$ cat src/rtl/hcl2_pkg.sv
// Shared constants, types and the angle table of the hyperbolic CORDIC log2 unit.
// Used by hcl2_ctrl, hcl2_datapath and hyperbolic_cordic_log2_unit. No dependencies.
package hcl2_pkg;

    localparam int FRACTION_BITS = 24;
    localparam int ROUNDS        = 24;

    localparam int IN_W       = 28;
    localparam int OUT_W      = 27;
    localparam int TDATA_IN_W = 32;
    localparam int TDATA_OUT_W = 32;
    // x and y stay below 2^30 in magnitude for any 28-bit input.
    localparam int XY_W  = IN_W + 3;
    localparam int Z_W   = 27;
    localparam int IDX_W = 5;

    localparam logic [IDX_W-1:0] REPEAT_A   = IDX_W'(4);
    localparam logic [IDX_W-1:0] REPEAT_B   = IDX_W'(13);
    localparam logic [IDX_W-1:0] LAST_ROUND = IDX_W'(ROUNDS);
    localparam logic [IDX_W-1:0] FIRST_ROUND = IDX_W'(1);

    localparam logic [XY_W-1:0] ONE_XY = XY_W'(1) << FRACTION_BITS;

    // Convergence window 0.1068 .. 9.36 as exact integer bounds on M.
    localparam logic [IN_W-1:0] RANGE_LO = IN_W'(1791807);    // first value in range
    localparam logic [IN_W-1:0] RANGE_HI = IN_W'(157034742);  // first value above range

    typedef struct packed {
        logic             load;
        logic             step;
        logic             store;
        logic [IDX_W-1:0] idx;
    } hcl2_cmd_t;

    typedef struct packed {
        logic out_free;
    } hcl2_stat_t;

    // atanh(2^-i)/ln(2), rounded to nearest with FRACTION_BITS fraction bits.
    function automatic logic [Z_W-1:0] angle_const(input logic [IDX_W-1:0] i);
        logic [Z_W-1:0] a;
        case (i)
            5'd1:    a = Z_W'(13295629);
            5'd2:    a = Z_W'(6182115);
            5'd3:    a = Z_W'(3041458);
            5'd4:    a = Z_W'(1514750);
            5'd5:    a = Z_W'(756634);
            5'd6:    a = Z_W'(378225);
            5'd7:    a = Z_W'(189101);
            5'd8:    a = Z_W'(94549);
            5'd9:    a = Z_W'(47274);
            5'd10:   a = Z_W'(23637);
            5'd11:   a = Z_W'(11819);
            5'd12:   a = Z_W'(5909);
            5'd13:   a = Z_W'(2955);
            5'd14:   a = Z_W'(1477);
            5'd15:   a = Z_W'(739);
            5'd16:   a = Z_W'(369);
            5'd17:   a = Z_W'(185);
            5'd18:   a = Z_W'(92);
            5'd19:   a = Z_W'(46);
            5'd20:   a = Z_W'(23);
            5'd21:   a = Z_W'(12);
            5'd22:   a = Z_W'(6);
            5'd23:   a = Z_W'(3);
            5'd24:   a = Z_W'(1);
            default: a = '0;
        endcase
        return a;
    endfunction

endpackage

$ cat src/rtl/hcl2_ctrl.sv
// Round sequencer of the hyperbolic CORDIC log2 unit: input handshake, round index
// with the repeated rounds, and result hand-off. Depends on hcl2_pkg.
module hcl2_ctrl (
    input  logic                aclk,
    input  logic                aresetn,
    input  logic                s_tvalid,
    output logic                s_tready,
    input  hcl2_pkg::hcl2_stat_t stat,
    output hcl2_pkg::hcl2_cmd_t  cmd
);
    import hcl2_pkg::*;

    typedef enum logic [2:0] {
        ST_IDLE = 3'b001,
        ST_RUN  = 3'b010,
        ST_WAIT = 3'b100
    } state_t;

    state_t           state_reg, state_next;
    logic [IDX_W-1:0] idx_reg, idx_next;
    logic             rep_reg, rep_next;
    logic             again;
    logic             last;

    // A repeated round runs once more with the same index before moving on.
    assign again = ((idx_reg == REPEAT_A) || (idx_reg == REPEAT_B)) && !rep_reg;
    assign last  = (idx_reg == LAST_ROUND) && !again;

    assign s_tready = (state_reg == ST_IDLE);

    always_comb begin
        state_next = state_reg;
        idx_next   = idx_reg;
        rep_next   = rep_reg;
        cmd.load   = 1'b0;
        cmd.step   = 1'b0;
        cmd.store  = 1'b0;
        cmd.idx    = idx_reg;
        unique case (state_reg)
            ST_IDLE: begin
                if (s_tvalid) begin
                    cmd.load   = 1'b1;
                    idx_next   = FIRST_ROUND;
                    rep_next   = 1'b0;
                    state_next = ST_RUN;
                end
            end
            ST_RUN: begin
                cmd.step = 1'b1;
                if (again) begin
                    rep_next = 1'b1;
                end else begin
                    rep_next = 1'b0;
                    idx_next = idx_reg + IDX_W'(1);
                end
                if (last) begin
                    if (stat.out_free) begin
                        cmd.store  = 1'b1;
                        state_next = ST_IDLE;
                    end else begin
                        state_next = ST_WAIT;
                    end
                end
            end
            ST_WAIT: begin
                if (stat.out_free) begin
                    cmd.store  = 1'b1;
                    state_next = ST_IDLE;
                end
            end
            default: state_next = ST_IDLE;
        endcase
    end

    always_ff @(posedge aclk) begin
        if (!aresetn) begin
            state_reg <= ST_IDLE;
            idx_reg   <= FIRST_ROUND;
            rep_reg   <= 1'b0;
        end else begin
            state_reg <= state_next;
            idx_reg   <= idx_next;
            rep_reg   <= rep_next;
        end
    end

`ifndef NO_ASSERTIONS
    a_load_starts_round_one: assert property (@(posedge aclk) disable iff (!aresetn)
        cmd.load |=> (state_reg == ST_RUN) && (idx_reg == FIRST_ROUND) && !rep_reg)
        else $error("load did not start at the first round");

    a_idx_in_range: assert property (@(posedge aclk) disable iff (!aresetn)
        (state_reg == ST_RUN) |-> (idx_reg >= FIRST_ROUND) && (idx_reg <= LAST_ROUND))
        else $error("round index out of range");

    a_repeat_only_marked: assert property (@(posedge aclk) disable iff (!aresetn)
        rep_reg |-> (idx_reg == REPEAT_A) || (idx_reg == REPEAT_B))
        else $error("repeat flag on a round that is not repeated");

    a_store_needs_slot: assert property (@(posedge aclk) disable iff (!aresetn)
        cmd.store |-> stat.out_free && !cmd.load)
        else $error("result stored into an occupied output slot");
`endif

endmodule

$ cat src/rtl/hcl2_datapath.sv
// Shared shift-add rotator (x, y, z), range check and output register of the
// hyperbolic CORDIC log2 unit. Driven by hcl2_ctrl; depends on hcl2_pkg.
module hcl2_datapath (
    input  logic                      aclk,
    input  logic                      aresetn,
    input  hcl2_pkg::hcl2_cmd_t        cmd,
    output hcl2_pkg::hcl2_stat_t       stat,
    input  logic [hcl2_pkg::IN_W-1:0]  mantissa,
    output logic                      m_tvalid,
    input  logic                      m_tready,
    output logic [hcl2_pkg::OUT_W-1:0] log_value,
    output logic                      range_error
);
    import hcl2_pkg::*;

    logic signed [XY_W-1:0] x_reg, y_reg, x_next, y_next, xs, ys, m_ext;
    logic signed [Z_W-1:0]  z_reg, z_next, z_fin, angle;
    logic                   neg;
    logic                   range_reg;
    logic [OUT_W-1:0]       log_reg;
    logic                   err_reg;
    logic                   valid_reg;

    assign m_ext = $signed({{(XY_W-IN_W){1'b0}}, mantissa});
    assign xs    = x_reg >>> cmd.idx;
    assign ys    = y_reg >>> cmd.idx;
    assign neg   = y_reg[XY_W-1];
    assign angle = $signed(angle_const(cmd.idx));

    // Rotate so that y moves toward zero; z collects the angle turned.
    always_comb begin
        if (neg) begin
            x_next = x_reg + ys;
            y_next = y_reg + xs;
            z_next = z_reg - angle;
        end else begin
            x_next = x_reg - ys;
            y_next = y_reg - xs;
            z_next = z_reg + angle;
        end
    end

    assign z_fin = cmd.step ? z_next : z_reg;

    always_ff @(posedge aclk) begin
        if (cmd.load) begin
            x_reg     <= m_ext + $signed(ONE_XY);
            y_reg     <= m_ext - $signed(ONE_XY);
            z_reg     <= '0;
            range_reg <= (mantissa < RANGE_LO) || (mantissa >= RANGE_HI);
        end else if (cmd.step) begin
            x_reg <= x_next;
            y_reg <= y_next;
            z_reg <= z_next;
        end
        if (cmd.store) begin
            // The vectoring angle is half the logarithm.
            log_reg <= {z_fin[OUT_W-2:0], 1'b0};
            err_reg <= range_reg;
        end
    end

    always_ff @(posedge aclk) begin
        if (!aresetn) begin
            valid_reg <= 1'b0;
        end else if (cmd.store) begin
            valid_reg <= 1'b1;
        end else if (m_tready) begin
            valid_reg <= 1'b0;
        end
    end

    assign stat.out_free = !valid_reg || m_tready;
    assign m_tvalid      = valid_reg;
    assign log_value     = log_reg;
    assign range_error   = err_reg;

endmodule

$ cat src/rtl/hyperbolic_cordic_log2_unit.sv
// Base-2 logarithm by hyperbolic CORDIC in vectoring mode, one rotator round a cycle.
// An accepted input beat runs rounds 1 to 24, rounds 4 and 13 twice, before its result
// is stored. A new beat is taken only once the previous one is done; s_tready is high
// only while the round sequencer is idle, and a finished result waits in the output
// register without holding the rotator unless the previous result is still stalled.
// Reset (aresetn, synchronous, active low) empties the sequencer and the output slot.
module hyperbolic_cordic_log2_unit (
    input  logic                            aclk,
    input  logic                            aresetn,
    input  logic                            s_tvalid,
    output logic                            s_tready,
    input  logic [hcl2_pkg::TDATA_IN_W-1:0]  s_tdata,   // [27:0] mantissa
    output logic                            m_tvalid,
    input  logic                            m_tready,
    output logic [hcl2_pkg::TDATA_OUT_W-1:0] m_tdata,   // [26:0] log_value
    output logic                            m_tuser    // [0] range_error
);
    import hcl2_pkg::*;

    hcl2_cmd_t        cmd;
    hcl2_stat_t       stat;
    logic [OUT_W-1:0] log_value;

    hcl2_ctrl u_ctrl (
        .aclk     (aclk),
        .aresetn  (aresetn),
        .s_tvalid (s_tvalid),
        .s_tready (s_tready),
        .stat     (stat),
        .cmd      (cmd)
    );

    hcl2_datapath u_datapath (
        .aclk        (aclk),
        .aresetn     (aresetn),
        .cmd         (cmd),
        .stat        (stat),
        .mantissa    (s_tdata[IN_W-1:0]),
        .m_tvalid    (m_tvalid),
        .m_tready    (m_tready),
        .log_value   (log_value),
        .range_error (m_tuser)
    );

    assign m_tdata = {{(TDATA_OUT_W-OUT_W){1'b0}}, log_value};

endmodule
$ cat config.mk
export PLATFORM = sky130hd
export DESIGN_NAME = hyperbolic_cordic_log2_unit
export DESIGN_NICKNAME = d
export VERILOG_FILES = /design/src/rtl/hcl2_pkg.sv /design/src/rtl/hcl2_ctrl.sv /design/src/rtl/hcl2_datapath.sv /design/src/rtl/hyperbolic_cordic_log2_unit.sv
export SDC_FILE = /design/constraint.sdc
export NUM_CORES = 1
export LEC_CHECK = 0
export ABC_AREA = 1
export BUFFER_PORTS_ARGS = -buffer_cell sky130_fd_sc_hd__buf_2
export CORE_AREA = 2 2 240 242
export CTS_BUF_LIST = sky130_fd_sc_hd__clkbuf_4
export CTS_CLUSTER_SIZE = 20
export DETAILED_ROUTE_END_ITERATION = 16
export DIE_AREA = 0 0 242 244
export GPL_TIMING_DRIVEN = 0
export SLEW_MARGIN = 40
export SYNTH_ARGS = -nofsm -noshare
export SYNTH_HDL_FRONTEND = slang
export SYNTH_SLANG_ARGS = --single-unit
$ cat constraint.sdc
create_clock -name aclk -period 4.1 [get_ports aclk]
set_input_delay 0.82 -clock aclk [delete_from_list [all_inputs] [get_ports aclk]]
set_output_delay 0.82 -clock aclk [all_outputs]
set_load 0.01 [all_outputs]
Word level (Yosys, flattened, before mapping) --
Memory sizes are Yosys's and may differ from the RTL's. A register that Yosys moved wholly into a read port is not among the register bits. Index checks and enable logic that the tools add are counted.
Storage, ports and cells: memory bits (read-only) 768, input bits 36, memories kept 1, flip-flop bits (word level) 127
Cells by class: reductions and logical operators 14, equality and inequality tests 10, magnitude comparators 2, add/subtract/negate cells 9, shift operators 2, multiplexer cells 29
Memories:
- (name not given) | words 32, bits a word 24, rd ports 1, clocked after memory_dff 1, write ports 0, RTL line hcl2_pkg.sv:42 | case (i)
Operators by type and width (number):
- $mux W31 | 6
- $add A31 B31 Y31 | 2
- $sshr A31 B5 Y31 | 2
- $sub A31 B31 Y31 | 2
- $add A28 B25 Y29 const B | 1
- $sub A28 B25 Y29 const B | 1
- $ge A28 B28 Y1 const B | 1
- $lt A28 B21 Y1 const B | 1
- $add A27 B27 Y27 | 1
- $mux W27 | 1
- $sub A27 B27 Y27 | 1
- $mux W26 | 1
- $mux W5 | 4
- $mux W3 | 4
- $pmux W5 S2 | 1
- $mux W1 | 9
- $pmux W3 S3 | 1
- $ne A2 B2 Y1 const B | 3
- $reduce_and A3 Y1 | 2
- $reduce_bool A2 Y1 | 3
- $add A5 B1 Y5 const B | 1
- $eq A5 B3 Y1 const B | 1
- $eq A5 B4 Y1 const B | 1
- $eq A5 B5 Y1 const B | 1
- other kinds (9) | 15

Depth between registers and ports, before layout --
Gate-level depths: netlist of the first run.
depth after elaboration 8, gate-level depth with buffers 34, gate-level depth less buffers 33

Modules after synthesis --
A second synthesis of the first run with hierarchy kept.
Unflattened totals: cell total of the unflattened synthesis 2579, area, all modules 15994.1 um^2
By module, submodules not included:
- hcl2_datapath | cells each 2489, seq. area each 3243.1 um^2, area each 15374.7 um^2, instances 1
- hcl2_ctrl | cells each 84, seq. area each 180.2 um^2, area each 578.1 um^2, instances 1
- hyperbolic_cordic_log2_unit | cells each 6, seq. area each 0.0 um^2, area each 41.3 um^2, instances 1

Worst setup path after synthesis of the first run --
Ideal clock, no wire load.
kind input -> register, from input port s_tvalid, to register, netlist name u_datapath.angle[12], setup slack 0.208 ns, library setup time 0.128 ns, data required time 3.972 ns, data arrival time 3.764 ns, stages 11, cells stage by stage nand2_1 -> nand2_1 -> nand2_1 -> inv_2 -> o21ai_1 -> nor2_1 -> inv_2 -> ha_1 -> nand2_1 -> a21boi_0 -> o22ai_1
On the way: word-level cells in the longest chain between the ends 4
RTL lines:
- start: declaration | RTL line hyperbolic_cordic_log2_unit.sv:10 | input logic s_tvalid,
- $ne A2 B2 Y1 (no source line)
- $reduce_and A3 Y1 (no source line)
- $mux W5 (no source line) (2 in a row)
No other way between the ends. A chain may end at the register's enable or synchronous reset.

Worst setup path in the final report of the first run --
from register u_ctrl.idx_reg[0], to register u_datapath.y_reg[26] (data pin)
On the way: word-level cells in the longest chain between the ends 5
RTL lines:
- start: declaration | RTL line hcl2_ctrl.sv:20 | logic [IDX_W-1:0] idx_reg, idx_next;
- start signal: assignment | RTL line hcl2_ctrl.sv:82 | idx_reg <= idx_next;
- $sshr A31 B5 Y31 * | RTL line hcl2_datapath.sv:25 | assign xs = x_reg >>> cmd.idx;
- $sub A31 B31 Y31 or $add A31 B31 Y31 (tied branches) | RTL line hcl2_datapath.sv:38, hcl2_datapath.sv:34
- $mux W31 * | RTL line hcl2_datapath.sv:32 | if (neg) begin
- $mux W31 * | RTL line hcl2_datapath.sv:51 | end else if (cmd.step) begin
- $mux W31 * | RTL line hcl2_datapath.sv:46 | if (cmd.load) begin
- end signal: assignment | RTL line hcl2_datapath.sv:48 | y_reg <= m_ext - $signed(ONE_XY);
- end signal: assignment | RTL line hcl2_datapath.sv:53 | y_reg <= y_next;
- end: declaration | RTL line hcl2_datapath.sv:16 | logic signed [XY_W-1:0] x_reg, y_reg, x_next, y_next, xs, ys, m_ext;
Every way passes the cells marked *; elsewhere a longest branch is shown, timed or not. The select of a mux whose other input is x is not followed.

==> key figures, run 1 <==
Detailed routing
  – WL met2: approximately 30 mm
  – Via density per instance: 5.37
  – M1 wire length: 29.2 mm
  – Number of remaining DRC errors: 0
  – Met3 routed WL: approximately 7 mm
  – Wire length per cell after detailed routing: 19.8 um
  – Total via count after detailed routing: 19,077
  – Router iterations before antenna repair: 7
  – Routed Antenna Nets: 0
  – Highest routed layer: met5
  – Starting DRT DRC Count: a little over 2,000
  – Detailed-route wire length: about 70 mm

Floorplan
  – Horiz. Die Dim: 242 um
  – Die height: 244 um
  – Site row count: 87
  – Initial cell density of the core: 29.8%
  – Area enclosed by the die boundary: 59,000 um2
  – Core ar.: approximately 56,000 um2
  – Boundary pin count: 71

Critical path
  – Capturing element type of the critical path: register
  – Cell with the most instances on the worst path: nand2_1
  – Endpoint arrival time on the critical path: 5170 ps
  – Required time at the endpoint of the critical path: 4650 ps
  – Kind of launch point of the worst setup path: register
  – Slowest cell on crit path: dfxtp_4
  – Worst reg2reg startpoint: u_ctrl.idx_reg[0]
  – Flop-to-flop setup slack: -520 ps
  – Worst R2R Path Depth: 30
  – Max FO, Critical Path: 10
  – Stage delay of the slowest cell on the critical path: 400 ps
  – Crit path kind: register to register
  – Critical register-to-register path endpoint: u_datapath.y_reg[26]

Synthesis
  – Number of synthesized flops with an enable pin: 90
  – Number of library cell types mapped by synthesis: 63
  – Syn Area/Cell: around 6.4 um2
  – Number of storage elements in the synthesis netlist: 150
  – Most used flip-flop cell after synthesis: edfxtp_1
  – Post-Syn Area: 16,700 um2
  – Sequential area share after synthesis: between 20% and 30%
  – Simple-Gate Fraction of Synth Area: between 30% and 40%
  – Main combinational cell family by area after synthesis: simple AND/OR/NAND/NOR gates
  – Parity-gate share of the synthesized area counting xor and xnor cells: under 10%
  – Post-Syn Instances: 2,633
  – Synthesized-area fraction occupied by ao, oa, aoi and oai cells: 15.0%
  – Synth warn: 0
  – Multiplexer area fraction after synthesis: 0.209%
  – Proportion of synthesized flip-flops having asynchronous set or reset: 0%
  – Arithmetic-cell share of the synthesized area counting full adders, half adders and majority gates: a little under 9%

Cells and area
  – Post-layout utilization of the core: 37.6%
  – Proportion of layout cells with a drive suffix above 1: 24.9%
  – Area growth from synthesis to layout: 26.2%
  – Final-stage net count: 2,932
  – Filler cell count in the final layout: 6,005

CTS
  – Root buf cell: clkbuf_4
  – Clock transition at the registers of the reported paths: 170 ps
  – Number of buffers inserted during clock tree synthesis: 17
  – CTS tree: yes
  – Total number of clock tree sinks: 150
  – CTS HTree Levels: 4
  – Worst-skew pair later-pin latency: 780 ps
  – Maximum buffer depth of the clock tree: 2
  – Hold-fix buffers at CTS: 0

STA
  – Fraction of the cycle the final worst path needs: 113%
  – Total setup violations reported at the end of the flow: 37
  – Setup TNS Final: -9230 ps
  – Crit path time final: 4620 ps
  – Final WS setup: -516 ps
  – Achievable Freq: 217 MHz
  – Final count of pins violating max slew: 0
  – Final setup skew: roughly 39 ps
  – Normalized max-slew margin: 36.8%
  – Number of endpoints with negative hold slack in the final report: 0
  – Actual transition at the worst max-transition pin: roughly 950 ps
  – RSZ-0062 raised after global routing: yes

GRT
  – Global-route wire length before repair: roughly 110 mm
  – Total overflow reported by the global router: 0
  – Largest net degree at the start of global routing: 40
  – Initial antenna violation count: 3
  – Overall global routing resource usage: 23.3%
  – Vias in the first global route: 17,747

Place
  – Final weighted congestion in routability-driven placement: ~1.1
  – Placed wire-length estimate after detailed placement: 54.9 mm
  – Port Buffer Count: 60

Status
  – Run status: complete, but fails checks
  – Violations in the final reports: setup timing

Run
  – Max cap viols: 0

Min path
  – Hold Path Depth: 3
  – Min-Delay Endpoint: u_datapath.m_tvalid
  – Type of the worst min-delay path: primary input to register
  – Hold Crit Start: aresetn
==> logic make-up after synthesis <==
family | after synthesis
other | 1
xor gates and xnor gates | 88
adders and majority gates | 117
muxes | 3
and+or+nand+nor | 1460
buffers and inverters | 371
AOI/OAI and AO/OA | 443
DFF | 150
==> critical path, delay by kind of cell (launching register included) <==
family | cells | cell delay, ps
DFF | 1 | 400
adders and majority gates | 1 | 270
AOI/OAI and AO/OA | 6 | 960
and+or+nand+nor | 15 | 1580
xor gates and xnor gates | 1 | 270
buffers and inverters | 7 | 900
==> per-stage QoR <==
step           instances  cell area [um2]  hold WS (ps)  setup slack [ps]
3_3_place_gp        3454            18000           406             -1540
3_5_place_dp        3456            18000           408             -1440
2_1_floorplan       2638            16800           400               208
5_1_grt             3551            21100           281              -640
4_1_cts             3520            19900           210              -466
6_report            3551            21100           306              -516
==> repair_timing <==
| action | CTS | global route |
|---|---|---|
| setup buffers | 33 | 27 |
| setup endpoints to repair | 68 | 65 |
| pin swaps | 72 | 90 |
| resized for setup | 308 | 232 |
==> metal layers <==
metal	vias up	track usage (%)
met4	2	12.6
met2	990	35.3
met1	8790	31.1
met5	-	0
li1	9098	-
met3	197	4.70
==> cell usage in the layout, fill, tap and decap left out, drive strengths merged, types with 5 or more instances in the layout <==
cell	instances
xnor2	30
a21o	7
a31oi	13
inv	270
o21bai	8
xor2	58
nand4	31
clkbuf	47
nand3	352
nor3	25
edfxtp	90
a21boi	9
nor4	9
ha	114
o21ai	191
nand3b	8
nor2	208
or2	21
o31ai	5
dfxtp	60
o21a	9
a21oi	169
clkinv	9
o211ai	19
buf	199
nand2	797
and2	5
conb	6
==> cell type report <==
type	count	area, um2	share of cell area, %
clock inverter	15	194	0.918
inverter	264	1010	4.76
tap	756	946	4.48
sequential	150	3910	18.5
clock buffer	17	128	0.604
antenna	3	7.51	0.0356
buffer	106	833	3.95
timing repair buffer	123	830	3.93
multi-input combinational	2117	13300	62.8
==> synthesized netlist by cell type (5+ instances only) <==
cell / count / area (um2)
and2_1: 5 / 31.3
nor3_1: 23 / 115
nand3_1: 346 / 1730
inv_2: 18 / 67.6
xnor2_1: 30 / 263
o21a_1: 9 / 67.6
clkbuf_1: 32 / 120
ha_1: 114 / 1430
buf_4: 18 / 135
nand2_1: 767 / 2880
a31oi_1: 13 / 81.3
inv_1: 245 / 920
nand2_2: 28 / 175
o21ai_2: 9 / 78.8
nor2_2: 17 / 106
nor2_4: 5 / 56.3
o211ai_1: 16 / 120
edfxtp_1: 90 / 2700
nand4_1: 31 / 194
a21boi_0: 7 / 52.6
nand3_2: 6 / 60.1
buf_6: 14 / 158
a21oi_1: 168 / 841
nor2_1: 184 / 691
o21ai_0: 154 / 771
o31ai_1: 5 / 37.5
nor4_1: 9 / 56.3
xor2_1: 57 / 499
buf_1: 5 / 18.8
buf_2: 38 / 190
o21bai_1: 8 / 60.1
nand3b_1: 8 / 60.1
a21o_1: 7 / 52.6
dfxtp_1: 60 / 1200
o21ai_1: 26 / 130
or2_2: 18 / 113
==> how the worst max path moves through the flow <==
stage,cells after the start,start,to,slack [ps]
after floorplan,11,s_tvalid,u_datapath.angle[12],210
after global placement,18,u_datapath.y_reg[30],u_datapath.y_reg[20],-1540
after detailed placement,19,u_datapath.y_reg[30],u_datapath.x_reg[20],-1440
after CTS,30,u_ctrl.idx_reg[0],u_datapath.y_reg[27],-470
after global routing,30,u_ctrl.idx_reg[0],u_datapath.y_reg[30],-640
final,30,u_ctrl.idx_reg[0],u_datapath.y_reg[26],-520
Power of run 1 is not shown: default switching activity piles up to over one toggle a cycle in this logic, so the estimate is an artifact.
==> inputs of run 2 (changes only) <==
--- a/config.mk
+++ b/config.mk
@@ -5,13 +5,12 @@
 export SDC_FILE = /design/constraint.sdc
 export NUM_CORES = 1
 export LEC_CHECK = 0
-export ABC_AREA = 1
 export BUFFER_PORTS_ARGS = -buffer_cell sky130_fd_sc_hd__buf_2
-export CORE_AREA = 2 2 240 242
+export CORE_AREA = 2 2 234 236
 export CTS_BUF_LIST = sky130_fd_sc_hd__clkbuf_4
 export CTS_CLUSTER_SIZE = 20
 export DETAILED_ROUTE_END_ITERATION = 16
-export DIE_AREA = 0 0 242 244
+export DIE_AREA = 0 0 236 238
 export GPL_TIMING_DRIVEN = 0
 export SLEW_MARGIN = 40
 export SYNTH_ARGS = -nofsm -noshare
==> run 2 against run 1 <==
The flow still finishes with violations (setup timing). Routed wire length increased by 2.4%. Die area decreased by 4.9%. Sequential share of layout area increased by 0.30 points. Maximum frequency decreased by 24%. Non-clock buffer count increased by 91. Via count decreased by 13%. Synthesized cell count decreased by 30%. Design area decreased by 1.4%. Flip-flop and latch count unchanged. Synthesized area decreased by 4.7%. Clock-buffer cell count unchanged.
==> key figures, run 2 <==
STA
  – Normalized max-slew margin: a little over two fifths
  – Final WS setup: -2010 ps
  – Crit path time final: 6110 ps
  – Actual transition at the worst max-transition pin: approximately 850 ps
  – RSZ-0062 raised after global routing: yes
  – Worst hold slack after final layout: 339 ps
  – Total setup violations reported at the end of the flow: 52
  – Setup TNS Final: -63,550 ps
  – Achievable Freq: 164 MHz
  – Final count of pins violating max slew: 0
  – Number of endpoints with negative hold slack in the final report: 0
  – Fraction of the cycle the final worst path needs: 149%
  – Final setup skew: between 30 and 40 ps

Detailed routing
  – Starting DRT DRC Count: 1,409
  – Wire length per cell after detailed routing: around 26 um
  – Number of remaining DRC errors: 0
  – Via density per instance: between 5 and 6
  – Detailed-route wire length: 72.1 mm
  – Router iterations before antenna repair: 6
  – Total via count after detailed routing: 16,681
  – Routed Antenna Nets: 0

Place
  – Cell total after placement: 2,617
  – Placed wire-length estimate after detailed placement: approximately 53 mm
  – Placed cell areas: 17,400 um2
  – Final weighted congestion in routability-driven placement: 1.02
  – Port Buffer Count: between 50 and 60

Run
  – Max cap viols: 0

Critical path
  – Max FO, Critical Path: 10
  – Capturing element type of the critical path: register
  – Kind of launch point of the worst setup path: register
  – Crit path kind: register to register
  – Required time at the endpoint of the critical path: 4630 ps
  – Endpoint arrival time on the critical path: 6640 ps

Synthesis
  – Cell type with the highest aggregate area in the netlist: edfxtp_1
  – Synth warn: 0
  – Main area contributors after synthesis: edfxtp_1, ha_1, dfxtp_1
  – Post-Syn Area: 15,900 um2
  – Number of library cell types mapped by synthesis: 94
  – Proportion of synthesized flip-flops having asynchronous set or reset: 0%
  – Syn Area/Cell: 8.60 um2
  – Most instantiated library cell after synthesis: nand2_1
  – Area share of the largest cell type after synthesis: ~17%
  – Number of synthesized flops with an enable pin: 90
  – Most used flip-flop cell after synthesis: edfxtp_1
  – Most used standard cells in the synthesized netlist: nand2_1, a21oi_1, o21ai_0, nor2_1, ha_1
  – Number of storage elements in the synthesis netlist: 150
  – Post-Syn Instances: 1,853
  – Sequential area share after synthesis: 24.5%

Floorplan
  – Core ar.: 53,500 um2
  – Die height: 238 um
  – Area enclosed by the die boundary: 56,200 um2
  – Initial cell density of the core: 29.8%
  – Horiz. Die Dim: 236 um
  – Boundary pin count: 71
  – Site row count: 85

Cells and area
  – Proportion of layout cells with a drive suffix above 1: 32.3%
  – Multi-input gate area in the final layout: 13,000 um2
  – Post-route design area: 20,800 um2
  – Final Non-Filler Cells: 2,806
  – Area growth from synthesis to layout: 30.7%
  – Commonest non-fill, non-tap cell in the layout: nand2_1
  – Reg area: 3920 um2
  – Highest-count cells in the layout ignoring fill and taps: nand2_1, buf_4, nor2_1, a21oi_1
  – Filler cell count in the final layout: between 5,000 and 6,000
  – Final-stage net count: about 2,200

Status
  – Run status: complete, but fails checks
  – Violations in the final reports: setup timing

CTS
  – CTS HTree Levels: 4
  – Number of buffers inserted during clock tree synthesis: 17
  – Hold-fix buffers at CTS: 0
  – Maximum buffer depth of the clock tree: 2
  – Worst-skew pair later-pin latency: 800 ps
  – Clock transition at the registers of the reported paths: roughly 150 ps
  – Root buf cell: clkbuf_4
  – Total number of clock tree sinks: 150
  – CTS tree: yes

GRT
  – Total overflow reported by the global router: 0
  – Largest net degree at the start of global routing: 39
  – Overall global routing resource usage: 25.0%
  – Initial antenna violation count: 3
  – Vias in the first global route: 16,194
  – Global-route wire length before repair: 104 mm

Min path
  – Type of the worst min-delay path: primary input to register
## run 2: cell count changes after synthesis, sizes merged, moves of 30 or more
| cell | previous run | this run |
|---|---|---|
| nand3 | 352 | 37 |
| a21o | 7 | 44 |
| inv | 263 | 61 |
| xnor2 | 30 | 99 |
| mux4 | 0 | 63 |
| nand2 | 797 | 193 |
| buf | 75 | 42 |
| o21ai | 191 | 147 |
| clkbuf | 32 | 62 |
| nor2 | 208 | 140 |
## run 2: stage by stage
stage               setup slack (ps)  utilization (%)
detailed placement             -3170             32.6
global route                   -2140             38.9
floorplan                      -1450                -
global placement               -3170             32.4
CTS                            -1980             37.2
finish                         -2010             38.9
## run 2: worst max-delay path, stage by stage, from the launching register on
cell and delay, ps:
dfxtp_2 380, buf_6 160, buf_8 190, clkbuf_16 210
clkbuf_8 210, mux4_2 350, mux4_2 550, nand2_2 90
o21a_4 160, ha_4 130, nor2b_4 150, and4_4 240
and3_4 240, a21oi_4 60, xnor2_1 170, nor2_1 90
a31oi_4 310, ha_4 260, a21o_1 220, a21oi_2 170
o211ai_1 130, a211oi_1 250, o21ai_1 130, a31o_2 280
a31o_4 260, o31ai_4 220, xor2_1 160, o21ai_1 60
## run 2: logic make-up (layout without fill, tap and decap cells)
| family | count (synthesis) | after routing | share of synthesized area, % |
|---|---|---|---|
| compound gates | 596 | 596 | 23.9 |
| simple gates | 563 | 563 | 16.9 |
| buf+inv | 168 | 416 | 4.95 |
| xor+xnor | 153 | 153 | 8.41 |
| flops | 150 | 150 | 24.5 |
| fa+ha+maj | 117 | 117 | 9.33 |
| mux | 105 | 105 | 12.0 |
| other cells | 1 | 10 | 0.0235 |
## run 2: layout make-up
cell class,count,area share [%]
clock inverter,15,0.775
multi-input combinational,1540,62.5
inverter,64,1.20
tap,696,4.18
sequential,150,18.8
buffer,97,3.69
antenna,4,0.0481
clock buffer,17,0.613
timing repair buffer,223,8.18
## run 2: repair_timing
action	in CTS	in global routing
endpoints found under the hold margin	0	0
gates resized for setup	309	155
pin swaps	118	90
setup endpoints to repair	150	76
setup buffers	114	48
## run 2: worst paths after layout
kind,end,cells after the start,slack [ps],from
min reg2reg,u_datapath.range_error,0,470,u_datapath.range_reg
max reg2reg,u_datapath.y_reg[28],27,-2010,u_ctrl.idx_reg[1]
min,u_datapath.m_tvalid,2,340,aresetn
max,u_datapath.y_reg[28],27,-2010,u_ctrl.idx_reg[1]
## run 2: routing by layer
layer	vias to the layer above	part of all wire, %	track usage, %
met1	8194	40	30.5
met5	-	0	0
li1	7456	-	-
met2	818	46	40.9
met3	213	7.4	5.28
met4	0	6.0	14.2
Power of run 2 is left out for the same reason.
